## src/hw/rtl/fpr_pkg.sv

```systemverilog
// Types, codes and CRC functions of the firmware packet receiver.
package fpr_pkg;

  localparam int unsigned CfgWidth = 32;
  localparam int unsigned CfgIdxWidth = 3;

  typedef enum logic [1:0] {
    KIND_START = 2'd0,
    KIND_BYTE  = 2'd1,
    KIND_TICK  = 2'd2,
    KIND_NONE  = 2'd3
  } kind_e;

  typedef enum logic [3:0] {
    ST_NONE      = 4'd0,
    ST_READY     = 4'd1,
    ST_SIZE_OK   = 4'd2,
    ST_SIZE_ERR  = 4'd3,
    ST_ACK       = 4'd4,
    ST_NACK      = 4'd5,
    ST_DONE      = 4'd6,
    ST_CRC_ERR   = 4'd7,
    ST_RETRY_ERR = 4'd8,
    ST_WORD_TO   = 4'd9
  } status_e;

  typedef enum logic [2:0] {
    REG_MAX_IMAGE   = 3'd0,
    REG_MAX_PACKET  = 3'd1,
    REG_MAX_ATTEMPT = 3'd2,
    REG_PKT_TIMEOUT = 3'd3,
    REG_WORD_TIMEOUT = 3'd4,
    REG_MAGIC       = 3'd5
  } reg_e;

  typedef struct packed {
    logic [23:0] max_image;
    logic [15:0] max_packet;
    logic [3:0]  max_attempts;
    logic [15:0] pkt_timeout;
    logic [15:0] word_timeout;
    logic [31:0] magic;
  } cfg_t;

  typedef struct packed {
    logic [1:0] kind;
    logic [7:0] rx_byte;
  } in_t;

  typedef struct packed {
    logic [3:0]  status;
    logic        data_valid;
    logic [7:0]  data_out;
    logic [23:0] data_address;
    logic [23:0] commit_offset;
    logic [15:0] commit_length;
  } out_t;

  // CRC16-CCITT, MSB first, one byte
  function automatic logic [15:0] crc16_byte(logic [15:0] crc, logic [7:0] b);
    logic [15:0] c;
    c = crc ^ {b, 8'h00};
    for (int k = 0; k < 8; k++) begin
      c = c[15] ? ((c << 1) ^ 16'h1021) : (c << 1);
    end
    return c;
  endfunction

  // CRC-32 reflected, one byte
  function automatic logic [31:0] crc32_byte(logic [31:0] crc, logic [7:0] b);
    logic [31:0] c;
    c = crc ^ {24'd0, b};
    for (int k = 0; k < 8; k++) begin
      c = c[0] ? ((c >> 1) ^ 32'hEDB88320) : (c >> 1);
    end
    return c;
  endfunction

endpackage

```

## src/hw/rtl/fpr_stream_if.sv

```systemverilog
// Valid/ready channel carrying one payload.
interface fpr_stream_if #(
  parameter type payload_t = logic
);
  logic     valid;
  logic     ready;
  payload_t payload;

  modport source (output valid, output payload, input ready);
  modport sink (input valid, input payload, output ready);
endinterface

```

## src/hw/rtl/fpr_cfg_regs.sv

```systemverilog
// Configuration register file.
module fpr_cfg_regs (
  input  logic                               clk_i,
  input  logic                               rst_ni,
  input  logic                               cfg_we_i,
  input  logic [fpr_pkg::CfgIdxWidth-1:0]    cfg_idx_i,
  input  logic [fpr_pkg::CfgWidth-1:0]       cfg_data_i,
  output fpr_pkg::cfg_t                      cfg_o
);
  fpr_pkg::cfg_t cfg_q;

  // register writes by index
  always_ff @(posedge clk_i or negedge rst_ni) begin
    if (!rst_ni) begin
      cfg_q.max_image    <= 24'd917504;
      cfg_q.max_packet   <= 16'd1024;
      cfg_q.max_attempts <= 4'd5;
      cfg_q.pkt_timeout  <= 16'd3000;
      cfg_q.word_timeout <= 16'd5000;
      cfg_q.magic        <= 32'hA55A1234;
    end else if (cfg_we_i) begin
      case (cfg_idx_i)
        fpr_pkg::REG_MAX_IMAGE:    cfg_q.max_image    <= cfg_data_i[23:0];
        fpr_pkg::REG_MAX_PACKET:   cfg_q.max_packet   <= cfg_data_i[15:0];
        fpr_pkg::REG_MAX_ATTEMPT:  cfg_q.max_attempts <= cfg_data_i[3:0];
        fpr_pkg::REG_PKT_TIMEOUT:  cfg_q.pkt_timeout  <= cfg_data_i[15:0];
        fpr_pkg::REG_WORD_TIMEOUT: cfg_q.word_timeout <= cfg_data_i[15:0];
        fpr_pkg::REG_MAGIC:        cfg_q.magic        <= cfg_data_i;
        default: ;
      endcase
    end
  end

  assign cfg_o = cfg_q;
endmodule

```

## src/hw/rtl/fpr_core.sv

```systemverilog
// Session state machine: one request per cycle while step_i is high, one result per request.
module fpr_core #(
  parameter int unsigned OFFSET_WIDTH = 24
) (
  input  logic          clk_i,
  input  logic          rst_ni,
  input  logic          step_i,
  input  fpr_pkg::in_t  in_i,
  input  fpr_pkg::cfg_t cfg_i,
  output fpr_pkg::out_t out_o
);
  typedef enum logic [2:0] {
    PH_IDLE, PH_SIZE, PH_CRC, PH_HEADER, PH_PAYLOAD
  } phase_e;

  phase_e phase_q, phase_d;
  logic [15:0] cnt_q, cnt_d, tick_q, tick_d;
  logic [31:0] hmagic_q, hmagic_d, hseq_q, hseq_d, hofs_q, hofs_d;
  logic [15:0] hlen_q, hlen_d, hchk_q, hchk_d, pchk_q, pchk_d, crc16_q, crc16_d;
  logic [31:0] crc_com_q, crc_com_d, crc_ten_q, crc_ten_d;
  logic [31:0] size_q, size_d, exp_q, exp_d, nseq_q, nseq_d;
  logic [OFFSET_WIDTH-1:0] rcvd_q, rcvd_d;
  logic [3:0]  att_q, att_d;
  fpr_pkg::out_t out_d;

  logic [7:0]  b;
  logic [4:0]  sh;
  logic [31:0] bw;
  logic [15:0] cnt_inc, tick_inc, hbyte, limit_w, new_crc16;
  logic [3:0]  att_inc, att_lim;
  logic [31:0] remain, rcvd_ext, rcvd_sum, new_crc32;
  logic        fail_now, hdr_bad;

  always_comb begin
    b        = in_i.rx_byte;
    sh       = {cnt_q[1:0], 3'b000};
    bw       = {24'd0, b} << sh;
    hbyte    = {8'd0, b} << {cnt_q[0], 3'b000};
    cnt_inc  = cnt_q + 16'd1;
    tick_inc = (tick_q != 16'hFFFF) ? tick_q + 16'd1 : tick_q;
    att_inc  = att_q + 4'd1;
    att_lim  = (cfg_i.max_attempts != 4'd0) ? cfg_i.max_attempts : 4'd1;
    rcvd_ext = 32'(rcvd_q);
    remain   = (size_q >= rcvd_ext) ? size_q - rcvd_ext : 32'd0;
    rcvd_sum = 32'(OFFSET_WIDTH'(rcvd_ext + {16'd0, hlen_q}));
    new_crc16 = fpr_pkg::crc16_byte(crc16_q,
        (cnt_q == 16'd14 || cnt_q == 16'd15) ? 8'd0 : b);
    new_crc32 = fpr_pkg::crc32_byte(crc_ten_q, b);
    limit_w  = 16'd0;
    fail_now = 1'b0;
    hdr_bad  = 1'b0;

    phase_d = phase_q; cnt_d = cnt_q; tick_d = tick_q;
    hmagic_d = hmagic_q; hseq_d = hseq_q; hofs_d = hofs_q; hlen_d = hlen_q;
    hchk_d = hchk_q; pchk_d = pchk_q; crc16_d = crc16_q;
    crc_com_d = crc_com_q; crc_ten_d = crc_ten_q; size_d = size_q; exp_d = exp_q;
    rcvd_d = rcvd_q; nseq_d = nseq_q; att_d = att_q;
    out_d = '0;

    case (in_i.kind)
      fpr_pkg::KIND_START: begin
        phase_d = PH_SIZE; cnt_d = '0; tick_d = '0;
        hmagic_d = '0; hseq_d = '0; hofs_d = '0; hlen_d = '0;
        hchk_d = '0; pchk_d = '0; crc16_d = 16'hFFFF;
        crc_com_d = '1; crc_ten_d = '1; size_d = '0; exp_d = '0;
        rcvd_d = '0; nseq_d = '0; att_d = '0;
        out_d.status = fpr_pkg::ST_READY;
      end
      fpr_pkg::KIND_TICK: begin
        if (phase_q == PH_SIZE || phase_q == PH_CRC) begin
          tick_d = tick_inc;
          if (tick_inc >= cfg_i.word_timeout) begin
            phase_d = PH_IDLE;
            out_d.status = fpr_pkg::ST_WORD_TO;
          end
        end else if (phase_q == PH_HEADER || phase_q == PH_PAYLOAD) begin
          tick_d = tick_inc;
          limit_w = cfg_i.pkt_timeout;
          fail_now = (tick_inc >= limit_w);
        end
      end
      fpr_pkg::KIND_BYTE: begin
        case (phase_q)
          PH_SIZE: begin
            size_d = size_q | bw;
            cnt_d = cnt_inc;
            if (cnt_inc >= 16'd4) begin
              phase_d = PH_CRC; cnt_d = '0; tick_d = '0;
            end
          end
          PH_CRC: begin
            exp_d = exp_q | bw;
            cnt_d = cnt_inc;
            if (cnt_inc >= 16'd4) begin
              if (size_q == 32'd0 || size_q > {8'd0, cfg_i.max_image}) begin
                phase_d = PH_IDLE;
                out_d.status = fpr_pkg::ST_SIZE_ERR;
              end else begin
                phase_d = PH_HEADER; cnt_d = '0; tick_d = '0; crc16_d = 16'hFFFF;
                hmagic_d = '0; hseq_d = '0; hofs_d = '0; hlen_d = '0;
                hchk_d = '0; pchk_d = '0;
                out_d.status = fpr_pkg::ST_SIZE_OK;
              end
            end
          end
          PH_HEADER: begin
            if (cnt_q < 16'd4)       hmagic_d = hmagic_q | bw;
            else if (cnt_q < 16'd8)  hseq_d = hseq_q | bw;
            else if (cnt_q < 16'd12) hofs_d = hofs_q | bw;
            else if (cnt_q < 16'd14) hlen_d = hlen_q | hbyte;
            else if (cnt_q < 16'd16) hchk_d = hchk_q | hbyte;
            else if (cnt_q < 16'd18) pchk_d = pchk_q | hbyte;
            crc16_d = new_crc16;
            cnt_d = cnt_inc;
            if (cnt_inc >= 16'd20) begin
              hdr_bad = (hmagic_q != cfg_i.magic) || (hchk_q != new_crc16) ||
                        (hseq_q != nseq_q) || (hofs_q != rcvd_ext) ||
                        (hlen_q == 16'd0) || (hlen_q > cfg_i.max_packet) ||
                        ({16'd0, hlen_q} > remain);
              if (hdr_bad) begin
                fail_now = 1'b1;
              end else begin
                phase_d = PH_PAYLOAD; cnt_d = '0; tick_d = '0;
                crc16_d = 16'hFFFF; crc_ten_d = crc_com_q;
              end
            end
          end
          PH_PAYLOAD: begin
            out_d.data_valid = 1'b1;
            out_d.data_out = b;
            out_d.data_address = 24'(hofs_q + {16'd0, cnt_q});
            crc16_d = fpr_pkg::crc16_byte(crc16_q, b);
            crc_ten_d = new_crc32;
            cnt_d = cnt_inc;
            if (cnt_inc >= hlen_q) begin
              if (crc16_d != pchk_q) begin
                fail_now = 1'b1;
              end else begin
                crc_com_d = new_crc32;
                rcvd_d = OFFSET_WIDTH'(rcvd_sum);
                nseq_d = nseq_q + 32'd1;
                att_d = '0;
                out_d.commit_offset = hofs_q[23:0];
                out_d.commit_length = hlen_q;
                if (rcvd_sum == size_q) begin
                  phase_d = PH_IDLE;
                  out_d.status = (~new_crc32 == exp_q) ? fpr_pkg::ST_DONE
                                                       : fpr_pkg::ST_CRC_ERR;
                end else begin
                  phase_d = PH_HEADER; cnt_d = '0; tick_d = '0; crc16_d = 16'hFFFF;
                  hmagic_d = '0; hseq_d = '0; hofs_d = '0; hlen_d = '0;
                  hchk_d = '0; pchk_d = '0;
                  out_d.status = fpr_pkg::ST_ACK;
                end
              end
            end
          end
          default: ;
        endcase
      end
      default: ;
    endcase

    // failed attempt: retry the header or give up
    if (fail_now) begin
      att_d = att_inc;
      if (att_inc >= att_lim) begin
        phase_d = PH_IDLE;
        out_d.status = fpr_pkg::ST_RETRY_ERR;
      end else begin
        phase_d = PH_HEADER; cnt_d = '0; tick_d = '0; crc16_d = 16'hFFFF;
        hmagic_d = '0; hseq_d = '0; hofs_d = '0; hlen_d = '0;
        hchk_d = '0; pchk_d = '0;
        out_d.status = fpr_pkg::ST_NACK;
      end
    end
  end

  // state and result register
  always_ff @(posedge clk_i or negedge rst_ni) begin
    if (!rst_ni) begin
      phase_q <= PH_IDLE; cnt_q <= '0; tick_q <= '0;
      hmagic_q <= '0; hseq_q <= '0; hofs_q <= '0; hlen_q <= '0;
      hchk_q <= '0; pchk_q <= '0; crc16_q <= 16'hFFFF;
      crc_com_q <= '1; crc_ten_q <= '1; size_q <= '0; exp_q <= '0;
      rcvd_q <= '0; nseq_q <= '0; att_q <= '0;
      out_o <= '0;
    end else if (step_i) begin
      phase_q <= phase_d; cnt_q <= cnt_d; tick_q <= tick_d;
      hmagic_q <= hmagic_d; hseq_q <= hseq_d; hofs_q <= hofs_d; hlen_q <= hlen_d;
      hchk_q <= hchk_d; pchk_q <= pchk_d; crc16_q <= crc16_d;
      crc_com_q <= crc_com_d; crc_ten_q <= crc_ten_d; size_q <= size_d;
      exp_q <= exp_d; rcvd_q <= rcvd_d; nseq_q <= nseq_d; att_q <= att_d;
      out_o <= out_d;
    end
  end
endmodule

```

## src/hw/rtl/firmware_packet_receiver.sv

```systemverilog
// Top level of the firmware packet receiver.
// One result per request; a request is taken every cycle while the result
// register is empty or being drained, so the sustained rate is one request per
// clock. The result and the CRC updates for a byte are registered together.
// Configuration is to be written while idle; the block does not enforce this.
module firmware_packet_receiver #(
  parameter int unsigned OFFSET_WIDTH = 24
) (
  input  logic                            clk_i,
  input  logic                            rst_ni,
  input  logic                            cfg_we_i,
  input  logic [fpr_pkg::CfgIdxWidth-1:0] cfg_idx_i,
  input  logic [fpr_pkg::CfgWidth-1:0]    cfg_data_i,
  fpr_stream_if.sink                      in_if,
  fpr_stream_if.source                    out_if
);
  fpr_pkg::cfg_t cfg;
  fpr_pkg::in_t  req;
  logic          full_q, step;

  assign req.kind    = in_if.payload.kind;
  assign req.rx_byte = in_if.payload.rx_byte;

  assign in_if.ready = !full_q || out_if.ready;
  assign step        = in_if.valid && in_if.ready;

  // result valid flag
  always_ff @(posedge clk_i or negedge rst_ni) begin
    if (!rst_ni) begin
      full_q <= 1'b0;
    end else if (step) begin
      full_q <= 1'b1;
    end else if (out_if.ready) begin
      full_q <= 1'b0;
    end
  end
  assign out_if.valid = full_q;

  fpr_cfg_regs u_cfg (
    .clk_i, .rst_ni, .cfg_we_i, .cfg_idx_i, .cfg_data_i, .cfg_o(cfg)
  );

  fpr_core #(.OFFSET_WIDTH(OFFSET_WIDTH)) u_core (
    .clk_i, .rst_ni, .step_i(step), .in_i(req), .cfg_i(cfg), .out_o(out_if.payload)
  );
endmodule

```

## src/flat_wrapper.sv

```systemverilog
// flat-port wrapper written by rule: the top's interface ports become plain ports
module firmware_packet_receiver_flat 
#(
  parameter int unsigned OFFSET_WIDTH = 24
)
  (clk_i, rst_ni, cfg_we_i, cfg_idx_i, cfg_data_i, in_if_valid, in_if_payload, in_if_ready, out_if_valid, out_if_payload, out_if_ready);
  fpr_stream_if #(.payload_t(fpr_pkg::in_t)) in_if_i ();
  fpr_stream_if #(.payload_t(fpr_pkg::out_t)) out_if_i ();
  input  logic clk_i;
  input  logic rst_ni;
  input  logic cfg_we_i;
  input  logic [fpr_pkg::CfgIdxWidth-1:0] cfg_idx_i;
  input  logic [fpr_pkg::CfgWidth-1:0] cfg_data_i;
  input wire logic [$bits(in_if_i.valid)-1:0] in_if_valid;
  input wire logic [$bits(in_if_i.payload)-1:0] in_if_payload;
  output wire logic [$bits(in_if_i.ready)-1:0] in_if_ready;
  output wire logic [$bits(out_if_i.valid)-1:0] out_if_valid;
  output wire logic [$bits(out_if_i.payload)-1:0] out_if_payload;
  input wire logic [$bits(out_if_i.ready)-1:0] out_if_ready;
  assign in_if_i.valid = in_if_valid;
  assign in_if_i.payload = in_if_payload;
  assign in_if_ready = in_if_i.ready;
  assign out_if_valid = out_if_i.valid;
  assign out_if_payload = out_if_i.payload;
  assign out_if_i.ready = out_if_ready;
  firmware_packet_receiver #(.OFFSET_WIDTH(OFFSET_WIDTH)) u_core (.clk_i(clk_i), .rst_ni(rst_ni), .cfg_we_i(cfg_we_i), .cfg_idx_i(cfg_idx_i), .cfg_data_i(cfg_data_i), .in_if(in_if_i), .out_if(out_if_i));
endmodule
```

## config.mk

```make
export PLATFORM = sky130hd
export DESIGN_NAME = firmware_packet_receiver_flat
export DESIGN_NICKNAME = d
export VERILOG_FILES = /design/src/hw/rtl/fpr_pkg.sv /design/src/hw/rtl/fpr_stream_if.sv /design/src/hw/rtl/fpr_cfg_regs.sv /design/src/hw/rtl/fpr_core.sv /design/src/hw/rtl/firmware_packet_receiver.sv /design/src/flat_wrapper.sv
export SDC_FILE = /design/constraint.sdc
export NUM_CORES = 2
export LEC_CHECK = 0
export ABC_CLOCK_PERIOD_IN_PS = 12400
export BUFFER_PORTS_ARGS = -buffer_cell sky130_fd_sc_hd__buf_2
export CAP_MARGIN = 10
export CORE_UTILIZATION = 52
export DETAILED_ROUTE_END_ITERATION = 6
export GPL_TIMING_DRIVEN = 0
export PLACE_DENSITY = 0.69
export SYNTH_ARGS = -nofsm -noshare
export SYNTH_HDL_FRONTEND = slang
export SYNTH_SLANG_ARGS = --single-unit
```

## constraint.sdc

```tcl
create_clock -name clk_i -period 12.4 [get_ports clk_i]
set_input_delay 1.24 -clock clk_i [delete_from_list [all_inputs] [get_ports clk_i]]
set_output_delay 1.24 -clock clk_i [all_outputs]
set_load 0.01 [all_outputs]
```

[Yosys cells after proc, flatten, opt, wreduce, memory -nomap -nowiden]
Index checks and enable logic that the tools add are counted.
W data, S select, Z words.
Word-level totals
  register bits: 569
  bits of input ports: 50
  output and inout port bits: 79
  logic and storage cells: 371
Operators by class
  add/sub/neg operators: 7
  $lt $le $gt $ge: 16
  equality and inequality tests: 41
  shift-type cells: 2
  multiplexer cells: 205
  bitwise operators: 36
  reduce and logical (&&, ||, !) cells: 34
Operators by type and width (count)
  $mux W32: 46
  $mux W16: 68
  $pmux W32 S2: 9
  $pmux W32 S3: 3
  $pmux W16 S3: 5
  $mux W13: 16
  $or A32 B32 Y32: 5
  $pmux W16 S2: 5
  $mux W73: 2
  $pmux W16 S4: 2
  $not A13 Y14: 8
  $mux W40: 2
  $mux W24: 3
  $ne A32 B32 Y1: 2
  $add A24 B16 Y24: 2
  $ge A16 B16 Y1: 3
  $lt A16 B4 Y1 const B: 3
  $mux W4: 12
  $not A3 Y3: 16
  $or A16 B16 Y16: 3
  $pmux W24 S2: 1
  $add A16 B1 Y16 const B: 2
  $add A32 B1 Y32 const B: 1
  $eq A16 B4 Y1 const B: 2
  other kinds (53): 120

[Longest topological paths before layout]
  depth in word-level cells: 33
  gate-level depth with buffers: 28
  depth with buffers taken out: 24

[By module]
From an unflattened synthesis, not the netlist that was laid out.
Unflattened totals
  cells, all modules: 3786
  area total of the unflattened synthesis: 35614.2 sq um
Modules (own cells, without submodules)
  fpr_core: instances 1, cells each 3549, area each 31343.8 sq um
  fpr_cfg_regs: instances 1, cells each 233, area each 4216.5 sq um
  firmware_packet_receiver: instances 1, cells each 4, area each 53.8 sq um

[Least setup slack after synthesis]
OpenSTA, ideal clock, no wires.
  path kind: reg2reg
  start: register u_core.u_core.rcvd_q[20]
  end: register u_core.u_core.phase_q[0]
  setup time: 126 ps
  arrival time: 5421 ps
  data required time: 12274 ps
  slack: 6853 ps
  cell stages (with the launch flop): 23
  path buffers: 4
  clock period less this slack: 5547 ps
  cells stage by stage: dfrtp_1 > clkbuf_1 > inv_1 > ha_1 > clkbuf_1 > nand4_1 > or3_1 > a31oi_1 > or3b_1 > clkbuf_1 > clkbuf_1 > nand2_1 > ha_1 > a2111oi_0 > o21ai_0 > o211ai_1 > a31oi_1 > nor2b_1 > or4b_1 > or4_4 > a211oi_2 > a31oi_1 > a221o_1
On the way
  word-level cells in the longest chain between the ends: 11
  elaborated cells on any way between the ends: 32
  classes of those cells: 2 x add/sub; 2 x order compare; 11 x eq/ne; 11 x mux; 6 x reduce/logical
RTL lines
  start, declared: RTL line fpr_core.sv:22  | logic [OFFSET_WIDTH-1:0] rcvd_q, rcvd_d;
  start signal, assigned: RTL line fpr_core.sv:193  | exp_q <= exp_d; rcvd_q <= rcvd_d; nseq_q <= nseq_d; att_q <= att_d;
  parallel branches: the longest is 11 deep, another holds $sub A32 B24 Y32
  end signal, assigned: RTL line fpr_core.sv:189  | phase_q <= phase_d; cnt_q <= cnt_d; tick_q <= tick_d;
  end, declared: RTL line fpr_core.sv:16  | phase_e phase_q, phase_d;
Several ways; the timed one is not identified. The select of a mux whose other input is x is not followed.
A chain may end at the register's enable or synchronous reset.

[Worst setup path in the final report]
  start: register u_core.u_core.rcvd_q[20]
  end: register u_core.u_core.cnt_q[14]
On the way
  word-level cells in the longest chain between the ends: 11
  elaborated cells on any way between the ends: 24
  classes of those cells: 2 x add/sub; 2 x order compare; 2 x eq/ne; 14 x mux; 4 x reduce/logical
RTL lines
  parallel branches: the longest is 10 deep, another holds $sub A32 B24 Y32
  $mux W16 (*): RTL line fpr_core.sv:165  | if (fail_now) begin
  end signal, assigned: RTL line fpr_core.sv:189
  end, declared: RTL line fpr_core.sv:17  | logic [15:0] cnt_q, cnt_d, tick_q, tick_d;
Every way passes the cells marked *.

==> impl_metrics.yaml <==
run_status:
  status: "completed"
pwr:
  leakagePower_nw: 18.0
  p_int_mw: 3.89
  peakVddDrop_uv: 139
  sw_frac_of_total_pct: 37.3
  seqPwrFrac_pct: 35.1
  power_frac_comb_pct: 33.2
  p_sw_mw: 2.32
  clockPowerShare_pct: 31.7
  powerDensity_nw_per_um2: 157
synthesis:
  synth-seq-area-share_pct: 40.6
  synth_area_per_cell_um2: 9.36
  synthArstFlopShare_pct: 100
  synth-warning-count: 0
  synth_edf_count: 0
  synth_flop_cell: "dfrtp_1"
  syn-num-nets: 4011
  syn_area_um2: 35400
  synth_cells: 3784
  ys_ff_latch: 569
  synthDistinctLibCells: 105
global_routing:
  antenna_found_initial: 3
  grt_pass1_wl_mm: 190
  grt_pass1_vias: 29300
  grt_max_degree: 121
  grt.total_usage_pct: 36.5
  grt_overflow: 0
cells_and_area:
  instances_no_fill: 4904
  layout-area-overhead-vs-synth_pct: 11.4
  n_fill_cell: 5995
  final_cell_mix: "dfrtp_1 (458), nand2_1 (329), a21oi_1 (270), nor2_1 (246), o21ai_0 (220)"
  mostFrequentLayoutCell: "dfrtp_1"
  drive_above_1_share_pct: 14.5
  fin_nets: 4202
die:
  die_w_um: 263
  rows: 95
  core-area_um2: 67300
  die_h_um: 263
  pin_count: 129
  dieArea_um2: 69100
  initial_core_util_pct: 52.6
clock_network:
  clockBufferDepth: 3
  ctsHoldBuffers: 0
  path_clk_slew_ns: 0.07
  clock-sinks: 569
  cts_resized: 0
  post_cts_buffers: 0
  htree_levels: 2
  worstSkewPairLatency_ns: 0.68
  clockRootBuffer: "clkbuf_16"
  numCtsBuffers: 61
  cts_tree: "built"
timing:
  setup_viol: 0
  final_max_slew_viol_count: 0
  fin_tns_setup_ns: 0
  slew_headroom_pct: 9.45
  finClkSkew_ns: 0.0491
  tightest_slew_ns: 1.35
  hold_violations: 0
  grt_setup_unrepaired: "no"
  fin_crit_sh_pct: 69.9
  layout_min_cycle_time_ns: 8.67
  fmax_ghz: 0.115
detailed_routing:
  dr.pass1.iters: 6
  drc: 0
  vias: 31200
  ant_nets: 0
  drt_wl_total_mm: 128
  wl_per_cell_um: 26.1
  drt-initial-drc-count: 3405
  via_per_inst: 6.37
setup_path:
  crit_required_ns: 12.95
  cp_max_fo: 10
  start_kind: "flop"
  end_kind: "flop"
  critPathArrivalTime_ns: 9.22
  critPathKind: "flop to flop"
place:
  hpwl_mm: 96.8
  dp.cells: 4784
  place.port_buffers: 122
  place_congestion: 0.993
min_path:
  hp-class: "input pin to async pin"
run:
  drv_cap: 0
[logic make-up after synthesis]
family | Yosys count | synth area share, %
muxes | 97 | 3.05
buffers and inverters | 378 | 4.51
adders and majority gates | 177 | 6.32
and+or+nand+nor | 1151 | 16.3
AOI/OAI and AO/OA | 1003 | 18.9
DFF | 569 | 40.6
xor gates and xnor gates | 409 | 10.4
[cell type report]
class	count	area, µm²	area share (%)
tap	873	1090	2.77
clock inverter	32	438	1.11
inverter	155	582	1.48
antenna	3	7.51	0.0190
sequential	569	14400	36.5
multi-input combinational	2837	19400	49.3
buffer	223	1010	2.57
clock buffer	84	1710	4.34
timing repair buffer	128	769	1.95
[registers in the layout (all words and copies together) (netlist names), 4 cells and up]
| register | cells |
|---|---|
| u_core.u_core.out_o | 77 |
| u_core.u_core.nseq_q | 32 |
| u_core.u_core.hseq_q | 32 |
| u_core.u_core.crc_com_q | 32 |
| u_core.u_core.size_q | 32 |
| u_core.u_core.rcvd_q | 24 |
| u_core.u_core.hchk_q | 16 |
| u_core.u_core.tick_q | 16 |
| u_core.u_core.cnt_q | 16 |
| u_core.u_core.att_q | 4 |
| u_core.u_core.hmagic_q | 32 |
| u_core.u_core.crc_ten_q | 32 |
| u_core.u_core.hofs_q | 32 |
| u_core.u_core.pchk_q | 16 |
| u_core.u_cfg.cfg_o | 108 |
| u_core.u_core.exp_q | 32 |
| u_core.u_core.hlen_q | 16 |
| u_core.u_core.crc16_q | 16 |
[synthesized netlist by cell type, drive strengths merged, types with 18 or more instances]
master	n	area share (%)
a21o	42	0.89
o21a	20	0.45
nor3	89	1.3
clkbuf	136	1.4
a21oi	271	3.8
nand4	65	1.2
ha	174	6.1
xnor2	213	5.3
nand2b	34	0.60
o22ai	18	0.32
a31oi	23	0.42
dfstp	111	8.2
a22o	130	3.2
nor4	70	1.3
nor2	277	3.2
o211ai	63	1.3
a211oi	27	0.61
inv	154	1.6
dfrtp	458	32
mux2	87	2.8
buf	87	1.4
and3	52	0.92
o21ai	234	3.4
nor2b	24	0.42
nand2	330	3.5
or3	18	0.32
nand3	81	1.1
and2	26	0.46
a31o	20	0.49
xor2	190	4.7
[final timing paths]
kind,slack [ns],startpoint,endpoint,cells after the start
max in group asynchronous,9.69,rst_ni,u_core.u_cfg.cfg_o[29]$_DFFE_PN1P_,5
min reg2reg,0.47,u_core.u_core.out_o[63]$_DFFE_PN0P_,u_core.u_core.out_o[63]$_DFFE_PN0P_,2
max,3.73,u_core.u_core.rcvd_q[20]$_DFFE_PN0P_,u_core.u_core.cnt_q[14]$_DFFE_PN0P_,24
min in group clk_i,0.47,u_core.u_core.out_o[63]$_DFFE_PN0P_,u_core.u_core.out_o[63]$_DFFE_PN0P_,2
min,0.46,rst_ni,u_core.u_cfg.cfg_o[58]$_DFFE_PN0P_,1
max reg2reg,3.73,u_core.u_core.rcvd_q[20]$_DFFE_PN0P_,u_core.u_core.cnt_q[14]$_DFFE_PN0P_,24
[critical path, stage by stage (launching register included)]
cell       delay (ns)
dfrtp_1          0.32
clkbuf_1         0.35
inv_1            0.24
ha_1             0.32
clkbuf_1         0.32
nand4_1          0.24
or3_1            0.47
a31oi_1          0.15
or3b_1           0.12
clkbuf_1         0.39
clkbuf_1         0.39
nand2_1          0.10
ha_1             0.33
nand4_1          0.17
a211oi_1         0.26
o211ai_1         0.13
a31oi_1          0.57
nand4_1          0.22
a2111oi_0        0.41
nand4_1          0.67
and4bb_2         0.60
nor2_2           0.40
clkbuf_1         0.56
a2bb2oi_1        0.46
a32o_1           0.33
[power by group through the flow]
stage / combinational [mW] / clock [mW] / sequential, mW
floorplan: 1.39 / 0 / 2.14
global placement: 1.98 / 0 / 2.20
detailed placement: 2.00 / 0 / 2.20
CTS: 2.01 / 1.97 / 2.17
global route: 2.23 / 2.05 / 2.19
finish: 2.06 / 1.96 / 2.18
[stage by stage]
stage	hold WS, ns	setup WS (ns)	util, %	total power [mW]	instance area (µm²)
finish	0.458	3.73	58.6	6.20	39400
global route	0.490	3.30	58.6	6.46	39400
CTS	0.467	3.96	58.6	6.16	39400
detailed placement	0.460	4.00	55.4	4.20	37300
global placement	0.457	-1.85	55.2	4.18	37100
floorplan	0.458	6.85	-	3.53	35400
[metal layers]
metal / GRT usage (%) / wire (µm) / vias up
li1: - / - / 14000
met1: 50.4 / 53100 / 15300
met2: 54.2 / 54500 / 1589
met3: 7.73 / 12800 / 317
met4: 18.7 / 7440 / 2
met5: 0 / 20 / -
No activity file was read; power rests on OpenSTA's default activity.
